<file path="src/hdl/u8u16_pkg.sv">
// ----------------------------------------------------------------------------
// u8u16_pkg: shared types and constants
// Byte masks for UTF-8 lead/continuation decoding and the result bundle.
// ----------------------------------------------------------------------------
package u8u16_pkg;

  localparam logic [7:0] MARK_HIGH  = 8'h80;
  localparam logic [7:0] MARK_LEAD  = 8'h40;
  localparam logic [7:0] MARK_THREE = 8'h20;
  localparam logic [7:0] MASK_FOUR  = 8'h0F;
  localparam logic [7:0] MASK_SIX   = 8'h3F;
  localparam logic [7:0] MASK_FIVE  = 8'h1F;

  localparam logic [1:0] PEND_NONE  = 2'd0;
  localparam logic [1:0] PEND_ONE   = 2'd1;
  localparam logic [1:0] PEND_TWO   = 2'd2;

  typedef struct packed {
    logic        emit;
    logic [15:0] code_unit;
    logic        bad_lead;
  } result_t;

endpackage

</file>
<file path="src/hdl/u8u16_decode.sv">
// ----------------------------------------------------------------------------
// u8u16_decode: sequence state and per-byte decode
// Holds the pending count and partial code; computes the result for one byte.
// ----------------------------------------------------------------------------
module u8u16_decode (
  input  logic               clk,
  input  logic               rst,
  input  logic               advance,
  input  logic [7:0]         byte_in,
  output u8u16_pkg::result_t res
);
  import u8u16_pkg::*;

  logic [1:0]  bytes_pending;
  logic [1:0]  bytes_pending_next;
  logic [15:0] partial_code;
  logic [15:0] partial_code_next;
  logic [15:0] merged;

  assign merged = {partial_code[9:0], byte_in[5:0] & MASK_SIX[5:0]};

  always_comb begin
    bytes_pending_next = bytes_pending;
    partial_code_next  = partial_code;
    res                = '0;
    if (bytes_pending != PEND_NONE) begin
      if (bytes_pending == PEND_ONE) begin
        res.emit          = 1'b1;
        res.code_unit     = merged;
        partial_code_next = '0;
      end else begin
        partial_code_next = merged;
      end
      bytes_pending_next = bytes_pending - 2'd1;
    end else if ((byte_in & MARK_HIGH) == '0) begin
      res.emit      = 1'b1;
      res.code_unit = {8'd0, byte_in};
    end else if ((byte_in & MARK_LEAD) == '0) begin
      res.emit     = 1'b1;
      res.bad_lead = 1'b1;
    end else if ((byte_in & MARK_THREE) != '0) begin
      partial_code_next  = {8'd0, byte_in & MASK_FOUR};
      bytes_pending_next = PEND_TWO;
    end else begin
      partial_code_next  = {8'd0, byte_in & MASK_FIVE};
      bytes_pending_next = PEND_ONE;
    end
  end

  always_ff @(posedge clk) begin
    if (rst) begin
      bytes_pending <= PEND_NONE;
      partial_code  <= '0;
    end else if (advance) begin
      bytes_pending <= bytes_pending_next;
      partial_code  <= partial_code_next;
    end
  end

  a_pending_range: assert property (@(posedge clk) disable iff (rst)
    bytes_pending != 2'd3)
    else $error("pending count out of range");

  a_bad_lead_zero: assert property (@(posedge clk) disable iff (rst)
    res.bad_lead |-> res.emit && res.code_unit == '0)
    else $error("bad lead result carries nonzero unit");

  a_ascii_emit: assert property (@(posedge clk) disable iff (rst)
    advance && bytes_pending == PEND_NONE && !byte_in[7]
      |=> bytes_pending == PEND_NONE)
    else $error("ascii byte opened a sequence");

  a_lead_opens: assert property (@(posedge clk) disable iff (rst)
    advance && bytes_pending == PEND_NONE && byte_in[7] && byte_in[6]
      |=> bytes_pending != PEND_NONE)
    else $error("lead byte did not open a sequence");

endmodule

</file>
<file path="src/hdl/utf8_to_utf16_decoder.sv">
// ----------------------------------------------------------------------------
// utf8_to_utf16_decoder: UTF-8 byte stream to UTF-16 BMP code units
// Input register, decode logic and a result register on stream channels.
// ----------------------------------------------------------------------------
// Usage:
//   Slave channel s_* carries one UTF-8 byte per transfer in s_tdata.
//   Master channel m_* carries one code unit per transfer in m_tdata;
//   m_tuser is set when a continuation byte arrived where a lead byte was
//   expected (unit is then zero). A zero unit marks the end of a string.
//   Lead and middle bytes of a sequence produce no transfer; the last byte
//   produces the assembled unit.
//   An accepted byte is held in the input register and decoded there; its
//   unit is registered in the result register and offered on m_*.
//   Throughput: one byte per cycle while m_* is not stalled.
//   Reset clears both registers' valid flags and the sequence state.
//   When m_tready is low and a unit waits, the input register holds one
//   byte and s_tready drops once it is full; nothing is lost or repeated.
// ----------------------------------------------------------------------------
module utf8_to_utf16_decoder (
  input  logic        clk,
  input  logic        rst,
  input  logic        s_tvalid,
  output logic        s_tready,
  input  logic [7:0]  s_tdata,   // [7:0] byte_in
  output logic        m_tvalid,
  input  logic        m_tready,
  output logic [15:0] m_tdata,   // [15:0] code_unit
  output logic        m_tuser    // [0] bad_lead
);
  import u8u16_pkg::*;

  logic       in_valid;
  logic [7:0] in_byte;
  logic       out_free;
  logic       advance;
  result_t    res;

  assign out_free = !m_tvalid || m_tready;
  assign advance  = in_valid && out_free;
  assign s_tready = !in_valid || advance;

  always_ff @(posedge clk) begin
    if (rst) begin
      in_valid <= 1'b0;
    end else if (s_tready) begin
      in_valid <= s_tvalid;
    end
  end

  always_ff @(posedge clk) begin
    if (s_tready && s_tvalid) begin
      in_byte <= s_tdata;
    end
  end

  u8u16_decode u_decode (
    .clk     (clk),
    .rst     (rst),
    .advance (advance),
    .byte_in (in_byte),
    .res     (res)
  );

  always_ff @(posedge clk) begin
    if (rst) begin
      m_tvalid <= 1'b0;
    end else if (out_free) begin
      m_tvalid <= advance && res.emit;
    end
  end

  always_ff @(posedge clk) begin
    if (advance && res.emit) begin
      m_tdata <= res.code_unit;
      m_tuser <= res.bad_lead;
    end
  end

endmodule

</file>
<file path="config.mk">
export PLATFORM = sky130hd
export DESIGN_NAME = utf8_to_utf16_decoder
export DESIGN_NICKNAME = d
export VERILOG_FILES = /design/src/hdl/u8u16_pkg.sv /design/src/hdl/u8u16_decode.sv /design/src/hdl/utf8_to_utf16_decoder.sv
export SDC_FILE = /design/constraint.sdc
export NUM_CORES = 1
export LEC_CHECK = 0
export BUFFER_PORTS_ARGS = -buffer_cell sky130_fd_sc_hd__buf_2
export CAP_MARGIN = 20
export CORE_UTILIZATION = 40
export DETAILED_ROUTE_END_ITERATION = 7
export GPL_ROUTABILITY_DRIVEN = 0
export PLACE_DENSITY = 0.59
export SLEW_MARGIN = 0
export SYNTH_ARGS = -nofsm -noshare
export SYNTH_HDL_FRONTEND = slang
export SYNTH_SLANG_ARGS = --single-unit
</file>
<file path="constraint.sdc">
create_clock -name clk -period 3.33 [get_ports clk]
set_clock_uncertainty 0.05 [all_clocks]
set_input_delay 0.666 -clock clk [delete_from_list [all_inputs] [get_ports clk]]
set_output_delay 0.666 -clock clk [all_outputs]
set_load 0.05 [all_outputs]
</file>
==> results.tsv <==
stage	metric	value	unit
status	outcome	finished clean	
worst_hold_path	Tightest Hold Check Type	reg -> reg	
die	chip width	64.2	um
timing	setup violators final	0	
logic_synthesis	Post-Syn Nets	132	
placement	Buffers on Ports	30	
timing	final max-slew violation count	0	
finish	layout cells sized above 1	0.275	
grt	first-pass GRT wire length	3.89	mm
grt	vias in the first global route	859	
die	Top Ports	31	
finish	sequential cell area	1030	um^2
timing	Tcrit/Tclk final	0.706	
route	drc violations	0	
worst_setup_path	required time of the critical path	2610	ps
worst_setup_path	CP max stage delay	500	ps
timing	RSZ-0062 raised after global routing	false	
logic_synthesis	post-synthesis cell type count	29	
logic_synthesis	share of the synthesized area in the top cell type	0.485	
worst_setup_path	kind of end point of the critical path	output pin	
die	Initial Utilization	0.420	
timing	fmax	0.425	GHz
route	Via density	4.68	
logic_synthesis	Syn Inst Count	120	
timing	Worst slew margin	0.579	
route	antenna-violating nets left	0	
worst_setup_path	Crit Path Class	in -> out	
timing	final hold slack	424	ps
logic_synthesis	synth cell count leaders	edfxtp_1 (25), dfxtp_1 (14), and2_1 (11)	
grt	grt ovf	0	
finish	nets	164	
worst_setup_path	launching point of the worst reg2reg path	in_byte[7]$_DFFE_PP_	
grt	antenna violations before repair	0	
worst_setup_path	type of origin of the critical path	input port	
worst_setup_path	Most common cell on crit path	buf_2	
worst_setup_path	Crit. Startpoint	m_tready	
finish	Multi-input gate area	463	um^2
die	Die Ht	64.2	um
timing	Tightest Pin Transition	628	ps
finish	Filler Cell Count	351	
logic_synthesis	synth top area cells	edfxtp_1 (48%), dfxtp_1 (18%), and2_1 (4.4%)	
route	Avg WL per Cell	11.5	um
finish	P&R area growth vs syn	17.4	%
worst_setup_path	CP Cell Sequence	buf_2, nor2b_1, nand2_1, buf_2	
clocking	CTS tree	done	
clocking	clock sink total	39	
worst_setup_path	Worst Path Max Fanout	8	
route	final WL	2.31	mm
placement	dpl hpwl	1.63	mm
logic_synthesis	Syn Area/Cell	12.9	um^2
clocking	maximum clock path buffer count	2	
clocking	post-CTS setup buffer count	0	
logic_synthesis	ys async rst share	0	
logic_synthesis	Synth Cell Area	1550	um^2
route	via count	940	
power_and_ir_drop	overall power	0.926	mW
finish	fin util	0.493	
logic_synthesis	Primary FF master, synth	edfxtp_1	
power_and_ir_drop	Cell Pwr Density	509	nW/um^2
timing	Fin. Hold Viols	0	
logic_synthesis	area leader, netlist	edfxtp_1	
clocking	depth of the CTS H-tree	2	
logic_synthesis	Post-synth EDFFs	25	
die	Core Box Area	3690	um^2
grt	largest net degree at the start of global routing	22	
route	drt initial violations	20	
timing	fin crit period	2350	ps
logic_synthesis	Yosys warning total	0	
power_and_ir_drop	Peak VDD IR	0.254	mV
worst_setup_path	CP arrival	1640	ps
die	Rows	22	
clocking	CTS-repair resized insts	0	
power_and_ir_drop	Leak	0.654	nW
grt	gr usage total	0.130	
logic_synthesis	Seq/Total Area, Yosys	0.666	
worst_setup_path	slowest CP cell	nor2b_1	
clocking	Root Buffer Master	clkbuf_8	
clocking	clk slew on worst S/H paths	60	ps
route	First-pass DRT Iterations	2	
timing	Fin Setup TNS	0	ps
worst_hold_path	startpoint of the worst hold path	u_decode.partial_code[4]$_SDFFE_PP0P_	
logic_synthesis	most frequent cell after synthesis	edfxtp_1	
clocking	worst skew pair latency	280	ps
clocking	total CTS buffers	5	
run	max-cap violation count	0	
logic_synthesis	register bit count reported by yosys	39	
finish	antenna fix cells	0	
die	full die area	4130	um^2
clocking	hold_buf cts	0	
==> flip-flops by register name (all words and copies together), names as in the netlist <==
register and cells:
in_byte 8, m_tuser 1, u_decode.bytes_pending 2, in_valid 1, m_tvalid 1, u_decode.partial_code 10
m_tdata 16
==> worst max-delay path, delay by kind of cell <==
family                 cells  cell delay (ps)
buffers and inverters      2              340
AND/OR/NAND/NOR            2              630
==> power breakdown <==
part	switching [mW]	internal, mW
Combinational	0.0591	0.0263
Clock	0.150	0.147
Sequential	0.0102	0.534
Total	0.219	0.707
==> final cells by class <==
class / count / share of cell area
Tap cell: 48 / 0.0330
Inverter: 7 / 0.0144
Timing Repair Buffer: 31 / 0.0867
Multi-Input combinational cell: 68 / 0.254
Clock buffer: 7 / 0.0420
Clock inverter: 1 / 0.00275
Sequential cell: 39 / 0.567
==> cells by family (layout without fill, tap and decap cells) <==
logic type | Yosys count | in the layout | synth area share
and+or+nand+nor | 47 | 47 | 0.188
DFF | 39 | 39 | 0.666
AOI/OAI and AO/OA | 16 | 16 | 0.0751
muxes | 5 | 5 | 0.0323
buffers and inverters | 13 | 46 | 0.0388
==> metrics by stage <==
step	cells	setup slack, ps	instance area [um^2]
floorplan	120	803	1550
global placement	193	1000	1740
detailed placement	193	992	1740
CTS	201	985	1820
global route	201	881	1820
finish	201	978	1820
==> layout by cell type (no fill, tap or decap), drive strengths merged, types with 4 or more instances in the layout <==
cell type  count
nor2          10
nand3b         5
buf           31
edfxtp        25
and2          11
nor2b          4
clkbuf         7
nand2b         8
mux2i          5
o32ai          5
dfxtp         14
inv            7
==> path summary, 6_finish.rpt <==
check / endpoint / slack, ps / depth (start not counted)
worst max register to register: m_tdata[14]$_SDFFCE_PN0P_ / 1350 / 4
worst min-delay path: u_decode.partial_code[4]$_SDFFE_PP0P_ / 420 / 2
worst min register to register: u_decode.partial_code[4]$_SDFFE_PP0P_ / 420 / 2
worst max-delay path: s_tready / 980 / 4
==> layer usage <==
metal,vias to the layer above,global-route usage,wire length [um]
li1,492,-,-
met3,5,0.0589,123
met2,26,0.202,1080
met5,-,0,0
met4,0,0.0667,48
met1,417,0.151,1060
No activity file was read; power rests on OpenSTA's default activity.
